[src/sv/background_subtract_color_classify_top_assert.svh]
// Assertion macros used by the background subtract color classifier top level.
`ifndef BACKGROUND_SUBTRACT_COLOR_CLASSIFY_TOP_ASSERT_SVH
`define BACKGROUND_SUBTRACT_COLOR_CLASSIFY_TOP_ASSERT_SVH

// Check that lhs implies rhs in the same cycle.
`define BSCC_ASSERT_IMP(label, lhs, rhs) \
    label: assert property (@(posedge clk) disable iff (!rst_n) (lhs) |-> (rhs)) \
        else $error("bscc: same-cycle check failed");

// Check that lhs implies rhs in the next cycle.
`define BSCC_ASSERT_NXT(label, lhs, rhs) \
    label: assert property (@(posedge clk) disable iff (!rst_n) (lhs) |=> (rhs)) \
        else $error("bscc: next-cycle check failed");

`endif

[src/sv/bscc_pkg.sv]
// Types and constants of the background subtract color classifier.
`timescale 1ns / 1ps

package bscc_pkg;

    localparam int ROW_W       = 9;
    localparam int COL_W       = 10;
    localparam int ROWB_W      = 11;
    localparam int COLB_W      = 12;
    localparam int BAND_W      = 22;
    localparam int SPAN_W      = 10;
    localparam int RECIP_W     = 32;
    localparam int RECIP_SHIFT = 22;
    localparam int ROW_MARGIN  = 15;
    localparam int PAL_AW      = 15;
    localparam int PAL_DW      = 8;
    localparam int PAL_DEPTH   = 1 << PAL_AW;
    localparam int CFG_IDX_W   = 3;
    localparam int CFG_DATA_W  = 10;
    localparam int SETTLE_W    = 2;

    localparam logic [SETTLE_W-1:0] SETTLE_CYCLES = 2'd2;

    localparam logic [CFG_IDX_W-1:0] CFG_DIFF_THRESHOLD   = 3'd0;
    localparam logic [CFG_IDX_W-1:0] CFG_FIELD_TOP_ROW    = 3'd1;
    localparam logic [CFG_IDX_W-1:0] CFG_FIELD_BOTTOM_ROW = 3'd2;
    localparam logic [CFG_IDX_W-1:0] CFG_INNER_LEFT_COL   = 3'd3;
    localparam logic [CFG_IDX_W-1:0] CFG_INNER_RIGHT_COL  = 3'd4;
    localparam logic [CFG_IDX_W-1:0] CFG_GOAL_LEFT_COL    = 3'd5;
    localparam logic [CFG_IDX_W-1:0] CFG_GOAL_RIGHT_COL   = 3'd6;

    localparam logic [7:0]       RST_DIFF_THRESHOLD   = 8'd0;
    localparam logic [ROW_W-1:0] RST_FIELD_TOP_ROW    = 9'd10;
    localparam logic [ROW_W-1:0] RST_FIELD_BOTTOM_ROW = 9'd460;
    localparam logic [COL_W-1:0] RST_INNER_LEFT_COL   = 10'd10;
    localparam logic [COL_W-1:0] RST_INNER_RIGHT_COL  = 10'd620;
    localparam logic [COL_W-1:0] RST_GOAL_LEFT_COL    = 10'd72;
    localparam logic [COL_W-1:0] RST_GOAL_RIGHT_COL   = 10'd550;

    localparam logic ACTION_CLASSIFY = 1'b0;
    localparam logic ACTION_WRITE    = 1'b1;

    typedef struct packed {
        logic              action;
        logic [7:0]        red;
        logic [7:0]        green;
        logic [7:0]        blue;
        logic [7:0]        bg_red;
        logic [7:0]        bg_green;
        logic [7:0]        bg_blue;
        logic [PAL_AW-1:0] palette_addr;
        logic [PAL_DW-1:0] palette_data;
    } pixel_in_t;

    typedef struct packed {
        logic [PAL_DW-1:0] color_class;
        logic              is_sentinel;
        logic              is_no_color;
        logic              frame_last;
    } pixel_out_t;

    typedef struct packed {
        logic signed [ROWB_W-1:0] lo;
        logic signed [ROWB_W-1:0] hi;
        logic signed [BAND_W-1:0] gs;
        logic signed [BAND_W-1:0] ge;
        logic signed [COLB_W-1:0] inner_left;
        logic signed [COLB_W-1:0] inner_right;
        logic signed [COLB_W-1:0] goal_left;
        logic signed [COLB_W-1:0] goal_right;
        logic [7:0]               threshold;
        logic                     settled;
    } window_t;

endpackage

[src/sv/bscc_window.sv]
// Configuration registers and derived row, band and column window bounds.
`timescale 1ns / 1ps

module bscc_window #(
    parameter int IMAGE_WIDTH  = 640,
    parameter int IMAGE_HEIGHT = 480,
    parameter int FIELD_HEIGHT = 130,
    parameter int GOAL_HEIGHT  = 40,
    parameter int EDGE_GAP     = 2
) (
    input  logic                            clk,
    input  logic                            rst_n,
    input  logic                            wr_en,
    input  logic [bscc_pkg::CFG_IDX_W-1:0]  wr_index,
    input  logic [bscc_pkg::CFG_DATA_W-1:0] wr_data,
    output bscc_pkg::window_t               win
);

    localparam int ROWB_W  = bscc_pkg::ROWB_W;
    localparam int COLB_W  = bscc_pkg::COLB_W;
    localparam int BAND_W  = bscc_pkg::BAND_W;
    localparam int SPAN_W  = bscc_pkg::SPAN_W;
    localparam int RECIP_W = bscc_pkg::RECIP_W;
    localparam int PROD_W  = SPAN_W + RECIP_W;

    localparam longint GOAL_DIFF = longint'(FIELD_HEIGHT) - longint'(GOAL_HEIGHT);
    localparam longint GOAL_ABS  = (GOAL_DIFF < 0) ? -GOAL_DIFF : GOAL_DIFF;
    localparam longint START_DIV = 2 * longint'(FIELD_HEIGHT);
    localparam longint START_MUL =
        ((GOAL_ABS << bscc_pkg::RECIP_SHIFT) + START_DIV - 1) / START_DIV;
    localparam longint LEN_MUL =
        ((longint'(GOAL_HEIGHT) << bscc_pkg::RECIP_SHIFT) + longint'(FIELD_HEIGHT) - 1)
        / longint'(FIELD_HEIGHT);
    localparam logic [RECIP_W-1:0] START_MUL_C = START_MUL[RECIP_W-1:0];
    localparam logic [RECIP_W-1:0] LEN_MUL_C   = LEN_MUL[RECIP_W-1:0];
    localparam logic               START_NEG   = (GOAL_DIFF < 0);

    localparam logic signed [ROWB_W-1:0] ROW_GAP_C = ROWB_W'(EDGE_GAP);
    localparam logic signed [ROWB_W-1:0] ROW_END_C = ROWB_W'(IMAGE_HEIGHT - EDGE_GAP);
    localparam logic signed [ROWB_W-1:0] ROW_MRG_C = ROWB_W'(bscc_pkg::ROW_MARGIN);
    localparam logic signed [COLB_W-1:0] COL_GAP_C = COLB_W'(EDGE_GAP);
    localparam logic signed [COLB_W-1:0] COL_END_C = COLB_W'(IMAGE_WIDTH - EDGE_GAP);
    localparam logic signed [COLB_W-1:0] COL_MRG_C = COLB_W'(bscc_pkg::ROW_MARGIN);
    localparam logic signed [BAND_W-1:0] BND_MRG_C = BAND_W'(bscc_pkg::ROW_MARGIN);

    logic [7:0]                   thr_reg;
    logic [bscc_pkg::ROW_W-1:0]   top_reg;
    logic [bscc_pkg::ROW_W-1:0]   bottom_reg;
    logic [bscc_pkg::COL_W-1:0]   ileft_reg;
    logic [bscc_pkg::COL_W-1:0]   iright_reg;
    logic [bscc_pkg::COL_W-1:0]   gleft_reg;
    logic [bscc_pkg::COL_W-1:0]   gright_reg;
    logic [bscc_pkg::SETTLE_W-1:0] settle_reg;
    logic [bscc_pkg::SETTLE_W-1:0] settle_next;

    logic signed [ROWB_W-1:0] lo_reg, lo_next;
    logic signed [ROWB_W-1:0] hi_reg, hi_next;
    logic signed [COLB_W-1:0] il_reg, il_next;
    logic signed [COLB_W-1:0] ir_reg, ir_next;
    logic signed [COLB_W-1:0] gl_reg, gl_next;
    logic signed [COLB_W-1:0] gr_reg, gr_next;
    logic signed [BAND_W-1:0] qs_reg, qs_next;
    logic signed [BAND_W-1:0] ql_reg, ql_next;
    logic signed [BAND_W-1:0] gs_reg, gs_next;
    logic signed [BAND_W-1:0] ge_reg, ge_next;

    logic signed [ROWB_W-1:0] top_m, bot_p, span_full;
    logic signed [COLB_W-1:0] il_m, ir_p, gl_m, gr_p;
    logic [SPAN_W-1:0]        span;
    logic [PROD_W-1:0]        prod_start, prod_len;
    logic signed [BAND_W-1:0] lo_band, hi_band, gs_raw, ge_raw;

    always_ff @(posedge clk or negedge rst_n)
    begin
        if (!rst_n)
        begin
            thr_reg    <= bscc_pkg::RST_DIFF_THRESHOLD;
            top_reg    <= bscc_pkg::RST_FIELD_TOP_ROW;
            bottom_reg <= bscc_pkg::RST_FIELD_BOTTOM_ROW;
            ileft_reg  <= bscc_pkg::RST_INNER_LEFT_COL;
            iright_reg <= bscc_pkg::RST_INNER_RIGHT_COL;
            gleft_reg  <= bscc_pkg::RST_GOAL_LEFT_COL;
            gright_reg <= bscc_pkg::RST_GOAL_RIGHT_COL;
            settle_reg <= bscc_pkg::SETTLE_CYCLES;
        end
        else
        begin
            settle_reg <= settle_next;
            if (wr_en)
            begin
                unique case (wr_index)
                    bscc_pkg::CFG_DIFF_THRESHOLD:   thr_reg    <= wr_data[7:0];
                    bscc_pkg::CFG_FIELD_TOP_ROW:    top_reg    <= wr_data[bscc_pkg::ROW_W-1:0];
                    bscc_pkg::CFG_FIELD_BOTTOM_ROW: bottom_reg <= wr_data[bscc_pkg::ROW_W-1:0];
                    bscc_pkg::CFG_INNER_LEFT_COL:   ileft_reg  <= wr_data;
                    bscc_pkg::CFG_INNER_RIGHT_COL:  iright_reg <= wr_data;
                    bscc_pkg::CFG_GOAL_LEFT_COL:    gleft_reg  <= wr_data;
                    bscc_pkg::CFG_GOAL_RIGHT_COL:   gright_reg <= wr_data;
                    default:                        ;
                endcase
            end
        end
    end

    always_comb
    begin
        if (wr_en)
        begin
            settle_next = bscc_pkg::SETTLE_CYCLES;
        end
        else if (settle_reg != '0)
        begin
            settle_next = settle_reg - 1'b1;
        end
        else
        begin
            settle_next = settle_reg;
        end
    end

    // row and column bounds
    always_comb
    begin
        top_m   = signed'(ROWB_W'(top_reg)) - ROW_MRG_C;
        bot_p   = signed'(ROWB_W'(bottom_reg)) + ROW_MRG_C;
        lo_next = (top_m > ROW_GAP_C) ? top_m : ROW_GAP_C;
        hi_next = (bot_p < ROW_END_C) ? bot_p : ROW_END_C;
        il_m    = signed'(COLB_W'(ileft_reg)) - COL_MRG_C;
        ir_p    = signed'(COLB_W'(iright_reg)) + COL_MRG_C;
        gl_m    = signed'(COLB_W'(gleft_reg)) - COL_MRG_C;
        gr_p    = signed'(COLB_W'(gright_reg)) + COL_MRG_C;
        il_next = (il_m > COL_GAP_C) ? il_m : COL_GAP_C;
        ir_next = (ir_p < COL_END_C) ? ir_p : COL_END_C;
        gl_next = (gl_m > COL_GAP_C) ? gl_m : COL_GAP_C;
        gr_next = (gr_p < COL_END_C) ? gr_p : COL_END_C;
    end

    // goal band offsets by reciprocal multiply
    always_comb
    begin
        span_full  = hi_reg - lo_reg;
        span       = span_full[SPAN_W-1:0];
        prod_start = PROD_W'(span) * PROD_W'(START_MUL_C);
        prod_len   = PROD_W'(span) * PROD_W'(LEN_MUL_C);
        qs_next    = BAND_W'(prod_start >> bscc_pkg::RECIP_SHIFT);
        ql_next    = BAND_W'(prod_len >> bscc_pkg::RECIP_SHIFT);
    end

    // goal band rows, clipped to the field rows
    always_comb
    begin
        lo_band = BAND_W'(lo_reg);
        hi_band = BAND_W'(hi_reg);
        gs_raw  = (START_NEG ? (lo_band - qs_reg) : (lo_band + qs_reg)) - BND_MRG_C;
        ge_raw  = gs_raw + ql_reg + BND_MRG_C;
        gs_next = (gs_raw < lo_band) ? lo_band : gs_raw;
        ge_next = (ge_raw > hi_band) ? hi_band : ge_raw;
    end

    always_ff @(posedge clk)
    begin
        lo_reg <= lo_next;
        hi_reg <= hi_next;
        il_reg <= il_next;
        ir_reg <= ir_next;
        gl_reg <= gl_next;
        gr_reg <= gr_next;
        qs_reg <= qs_next;
        ql_reg <= ql_next;
        gs_reg <= gs_next;
        ge_reg <= ge_next;
    end

    always_comb
    begin
        win.lo          = lo_reg;
        win.hi          = hi_reg;
        win.gs          = gs_reg;
        win.ge          = ge_reg;
        win.inner_left  = il_reg;
        win.inner_right = ir_reg;
        win.goal_left   = gl_reg;
        win.goal_right  = gr_reg;
        win.threshold   = thr_reg;
        win.settled     = (settle_reg == '0);
    end

endmodule
[config.mk]
export PLATFORM = sky130hd
export DESIGN_NAME = bscc_window
export DESIGN_NICKNAME = d
export VERILOG_FILES = /design/src/sv/background_subtract_color_classify_top_assert.svh /design/src/sv/bscc_pkg.sv /design/src/sv/bscc_window.sv
export SDC_FILE = /design/constraint.sdc
export NUM_CORES = 1
export LEC_CHECK = 0
export ABC_AREA = 1
export BUFFER_PORTS_ARGS = -buffer_cell sky130_fd_sc_hd__buf_2
export CORE_UTILIZATION = 53
export CTS_BUF_LIST = sky130_fd_sc_hd__clkbuf_16
export CTS_CLUSTER_SIZE = 12
export DETAILED_ROUTE_END_ITERATION = 8
export GPL_ROUTABILITY_DRIVEN = 0
export PLACE_DENSITY_LB_ADDON = 0.12
export SLEW_MARGIN = 20
export SYNTH_ARGS = -nofsm -noshare
export SYNTH_HDL_FRONTEND = slang
export SYNTH_SLANG_ARGS = --single-unit
[constraint.sdc]
create_clock -name clk -period 9.6 [get_ports clk]
set_clock_uncertainty 0.15 [all_clocks]
set_input_delay 1.92 -clock clk [delete_from_list [all_inputs] [get_ports clk]]
set_output_delay 1.92 -clock clk [all_outputs]
set_load 0.005 [all_outputs]
==> flow_summary.toml, run 1 <==
[outcome]
outcome = "completed"

[synthesis]
synth_area_per_cell_um2 = 7.91
synth_cell_types = 48
syn_area_um2 = 14800
syn_inst = 1875
ys_warn_count = 0
synth_seq_cells = 176
synth_seq_area_share_pct = 26.2

[layout]
nFillCells = 2527
antenna_cells = 0
fin_nets = 2321
largest_register_ffs = 14
final-seq-area_um2 = 3890
finish.utilization_pct = 60.2
multi_input_area_um2 = 9270
area_growth_pct = 10.3
drive_above_1_share_pct = 11.3

[clocking]
cts_tree = "yes"
cts_sinks = 176
clk_pin_slew_ps = 80
htree_levels = 4
holdBufCountCts = 0
clk_path_buf_depth = 2
postCtsSetupBuffers = 0
clkLatencyLatePin_ps = 440
cts_made_buffers = 17
clockRootBuffer = "clkbuf_16"
cts_resized = 0

[die]
die_w_um = 169
die_height_um = 169
die-area_um2 = 28700
start_util_pct = 54.6
ios = 139
rows = 60
coreArea_um2 = 27200

[timing]
period_share_pct = 71.7
max-slew-margin-rel_pct = 36.5
fmaxAchievable_ghz = 0.145
hold_viol = 0
setup_violations = 0
tns_ps = 0
drv_slew = 0
rsz0062_at_grt = "false"
period_minus_slack_ps = 6890
tightestPinTransition_ps = 950

[route]
first_pass_iters = 5
drtIter0Drc = 804
drt_wl_total_um = 36900
num_vias = 12200
drc_errors = 0
antenna_left = 0
wl_per_cell_um = 15.5
via_per_inst = 5.11

[grt]
grt-busiest-layer = "met2"
grt_pass1_vias = 12100
grt_max_degree = 69
use_met1_pct = 35.6
antenna_found_initial = 0
use_met2_pct = 45.5
grt-ovfl-total = 0
track_usage_pct = 26.8
use_met3_pct = 4.08
grt_pass1_wl_um = 60300

[worst_hold_path]
hp-class = "register to register"
hp-start = "thr_reg[4]"

[worst_setup_path]
crit_slowest_cell = "xor2_1"
crit_path_max_fanout = 8
regToRegStartpoint = "lo_reg[0]"
worst_path_most_repeated_cell = "inv_1"
critPathRequiredTime_ps = 9770
worstPathArrival_ps = 7060
cp.buffers_inverters = 6
critical_path.max_stage_delay_ps = 670
criticalPathCategory = "register to register"
end_kind = "register"
critPathLaunch = "lo_reg[0]"
crit_path_start_kind = "register"
crit_family = "adder cells"

[placement]
hpwl_um = 30700
port_buffers = 135

[run]
drv_cap = 0
[cell usage in the layout (no fill, tap or decap), types with 15 or more instances in the layout]
| cell type | count |
|---|---|
| ha_1 | 223 |
| a21oi_1 | 78 |
| nor2_1 | 117 |
| nand3_1 | 79 |
| nand4_1 | 26 |
| o21bai_1 | 16 |
| nor3_1 | 18 |
| inv_1 | 384 |
| buf_2 | 135 |
| o21ai_0 | 114 |
| clkbuf_16 | 17 |
| dfstp_2 | 21 |
| fa_1 | 81 |
| xor2_1 | 53 |
| nand2_1 | 365 |
| dfxtp_1 | 108 |
| xnor2_1 | 15 |
| dfrtp_1 | 47 |
[layer usage]
| metal | wire length [um] | part of all wire, % |
|---|---|---|
| met4 | 754 | 2.0 |
| met3 | 1770 | 4.8 |
| met5 | 0 | 0 |
| met2 | 17400 | 47 |
| met1 | 17000 | 46 |
[area by class of cell]
type / count / share of cell area (%)
Clock buffer: 17 / 2.60
Clock inverter: 15 / 1.00
Inverter: 389 / 8.93
Multi-Input combinational cell: 1281 / 56.7
Sequential cell: 176 / 23.8
Tap cell: 372 / 2.85
Timing Repair Buffer: 136 / 4.18
[cell usage after synthesis (all sizes together)]
cell | n | area [um2]
o2111ai | 2 | 17.5
o31ai | 2 | 15.0
buf | 26 | 199
inv | 389 | 1460
nand3 | 84 | 445
o21ba | 1 | 10.0
xnor2 | 16 | 148
a211oi | 1 | 7.51
dfrtp | 47 | 1180
o21ai | 116 | 596
nor2b | 1 | 6.26
and3 | 1 | 6.26
fa | 81 | 1620
xor2 | 53 | 464
nor3b | 2 | 15.0
nor3 | 18 | 90.1
nand4 | 26 | 163
a21boi | 3 | 22.5
dfxtp | 108 | 2160
dfstp | 21 | 552
o21a | 5 | 37.5
a21oi | 80 | 423
clkbuf | 11 | 41.3
a21o | 10 | 75.1
nand2 | 378 | 1470
o311ai | 1 | 8.76
o211ai | 5 | 37.5
or4 | 1 | 7.51
or2 | 4 | 25.0
o21bai | 16 | 120
ha | 223 | 2790
nor2 | 122 | 480
nor4 | 5 | 31.3
a31oi | 7 | 43.8
o31a | 1 | 8.76
nand3b | 7 | 52.6
conb | 1 | 3.75
[final timing paths]
path,end,cells past startpoint,slack (ps)
worst max-delay path,qs_reg[4],26,2710
worst min-delay path,thr_reg[4],2,340
worst max register to register,qs_reg[4],26,2710
worst min register to register,thr_reg[4],2,340
max in group asynchronous,ileft_reg[8],2,7220
min in group asynchronous,gright_reg[7],2,1510
[cell families after synthesis]
group | share of synthesized area (%)
other | 0.0253
buffers and inverters | 11.5
XOR/XNOR | 4.13
adder cells (fa/ha/maj) | 29.8
flip-flops | 26.2
AO/OA/AOI/OAI | 9.59
AND/OR/NAND/NOR | 18.8
[worst min-delay path, stage by stage, from the launching register on]
cell,delay (ps)
dfrtp_1,350
nand2_1,50
o21ai_0,60
[through the flow]
step	hold slack [ps]	area [um2]	cells	setup slack, ps
detailed placement	323	15800	2354	2700
floorplan	279	14900	1883	3600
CTS	343	16400	2386	2710
global placement	312	15800	2354	2820
global route	364	16400	2386	2270
finish	341	16400	2386	2710
Power of run 1 is not shown: default switching activity piles up to over one toggle a cycle in this logic, so the estimate is an artifact.
==> run 2, diff against run 1 <==
Settings changed: ABC_AREA 1 to 0.
Clock period 9.6 ns to 6.8 ns, I/O delays scaled along.
==> run 2 against run 1 <==
The flow now finishes with violations (negative setup slack). Area after synthesis down 8.4%. Hold slack better by 15 ps. Critical path depth rose by 3. Clock-buffer cell count is the same. Final cell count is 19% lower.
==> flow_summary.toml, run 2 <==
[layout]
antenna_cells = 0
mostFrequentLayoutCells = "227 x inv_1, 214 x ha_1, 135 x buf_2"
drive_above_1_share_pct = 26.8
fin_nets = 1909
largest_register_ffs = 14
mostFrequentLayoutCell = "inv_1"
area_growth_pct = 19.1

[grt]
grt-ovfl-total = 0
grt_pass1_wl_um = 49700
grt_max_degree = 69
antenna_found_initial = 0
grt_pass1_vias = 10100
track_usage_pct = 24.2

[timing]
setup_ws_ps = -88.0
fmaxAchievable_ghz = 0.145
period_minus_slack_ps = 6890
tightestPinTransition_ps = 1050
drv_slew = 0
hold_viol = 0
whs_ps = 356
period_share_pct = 101
max-slew-margin-rel_pct = 30.1
rsz0062_at_grt = "true"
setup_violations = 2

[route]
first_pass_iters = 5
num_vias = 10100
drc_errors = 0
antenna_left = 0
drtIter0Drc = 480
via_per_inst = 5.20
wl_per_cell_um = 15.8
drt_wl_total_um = 30400

[worst_hold_path]
min_to = "thr_reg[2]"
hp-class = "register to register"
hp-start = "thr_reg[2]"
min_path_cells = 1

[clocking]
htree_levels = 4
clk_pin_slew_ps = 80
clk_path_buf_depth = 2
cts_made_buffers = 17
clkLatencyLatePin_ps = 440
clockRootBuffer = "clkbuf_16"
cts_tree = "yes"
cts_sinks = 176

[synthesis]
synth_commonest_cells = "235 x inv_1, 223 x ha_1, 108 x dfxtp_1, 81 x fa_1, 76 x mux2_2"
synth_area_per_cell_um2 = 9.99
syn_inst = 1360
ys_async_sr_fraction_pct = 38.6
syn_area_um2 = 13600
synth_seq_cells = 176
synth_area_leaders = "ha_1 21%, dfxtp_1 16%, fa_1 12%"
synth_edf_count = 0
synth_cell_types = 69
post-synth-top-area-cell = "ha_1"
ys.flop_type = "dfxtp_1"
netlist.area_leader.share_pct = 20.5
ys_warn_count = 0
synth.most_common_cell = "inv_1"
synth_seq_area_share_pct = 28.6

[placement]
pre_cts_slack_ps = -406
hpwl_um = 24200
port_buffers = 135

[worst_setup_path]
criticalPathCategory = "register to register"
crit_path_max_fanout = 2
critPathRequiredTime_ps = 7010
worstReg2RegEnd = "ql_reg[8]"
ff2ff_path_depth = 29
crit_path_start_kind = "register"
regToRegStartpoint = "hi_reg[0]"
crit_slowest_cell = "fa_1"
critical_path.max_stage_delay_ps = 500
end_kind = "register"
rrSetupSlack_ps = -90
worstPathArrival_ps = 7100
worst_path_most_repeated_cell = "fa_1"

[die]
start_util_pct = 54.0
die_height_um = 162
coreArea_um2 = 25200
die-area_um2 = 26300
rows = 58
die_w_um = 162
ios = 139

[outcome]
outcome = "finished with violations"
violations = "negative setup slack"

[run]
drv_cap = 0
[run 2: changes by cell type after synthesis, sizes merged, moves of 11 or more]
cell,change
nand2,-321
inv,-154
o21ai,-77
mux2,+76
nand3,-59
nor2,-49
a21oi,-40
xor2,-26
xnor2,+25
nand4,-22
nand2b,+16
o21bai,-13
and3,+11
nor3,+11
[run 2: per-layer routing]
metal,track usage (%),up-vias,part of all wire [%]
met1,31.3,4817,44
met5,0,-,0
met4,5.10,0,1.0
met2,42.4,200,50
li1,-,5017,-
met3,3.78,22,4.4
[run 2: how the worst max path moves through the flow]
| stage | from | to |
|---|---|---|
| 4_1_cts | hi_reg[0] | ql_reg[8] |
| 3_5_place_dp | hi_reg[0] | ql_reg[8] |
| 6_report | hi_reg[0] | ql_reg[8] |
| 2_1_floorplan | lo_reg[1] | ql_reg[8] |
| 3_3_place_gp | hi_reg[0] | ql_reg[8] |
| 5_1_grt | lo_reg[1] | ql_reg[8] |
[run 2: cell families after synthesis]
group | Yosys count | share of synthesized area (%)
adders and majority gates | 304 | 32.5
and+or+nand+nor | 276 | 10.3
buffers and inverters | 271 | 8.16
AOI/OAI and AO/OA | 178 | 9.00
DFF | 176 | 28.6
muxes | 86 | 7.04
xor gates and xnor gates | 68 | 4.38
other | 1 | 0.0276
[run 2: final cells by class]
cell class              count  area, um2
multi-input cells         921       8890
flip-flops and latches    176       3890
inverters                 236        886
fillers                  2054       9000
clock inverters            15        220
repair buffers            237       1450
clock buffers              17        425
well taps                 330        413
[run 2: metrics by stage]
step / TNS [ps] / std cells / cell area (um2) / util, %
finish: -90.0 / 1932 / 16200 / 64.3
global placement: -470 / 1886 / 15200 / 60.2
floorplan: 0 / 1368 / 13600 / -
detailed placement: -1360 / 1886 / 15200 / 60.2
global route: -744 / 1932 / 16200 / 64.3
CTS: -321 / 1921 / 15900 / 63.3
[run 2: critical path: cells and delay by family (launching register included)]
family	cells	cell delay (ps)
and+or+nand+nor	5	1040
adders and majority gates	8	2830
xor gates and xnor gates	1	210
buffers and inverters	5	370
DFF	1	330
AOI/OAI and AO/OA	10	1880
[run 2: timing repair]
action / in CTS / in global routing
buffers inserted: 3 / 12
resized for setup: 25 / 37
hold buffers: 0 / 0
pin swaps: 22 / 33
endpoints found under the setup margin: 9 / 15
cloned: 0 / 0
Power of run 2 is left out for the same reason.
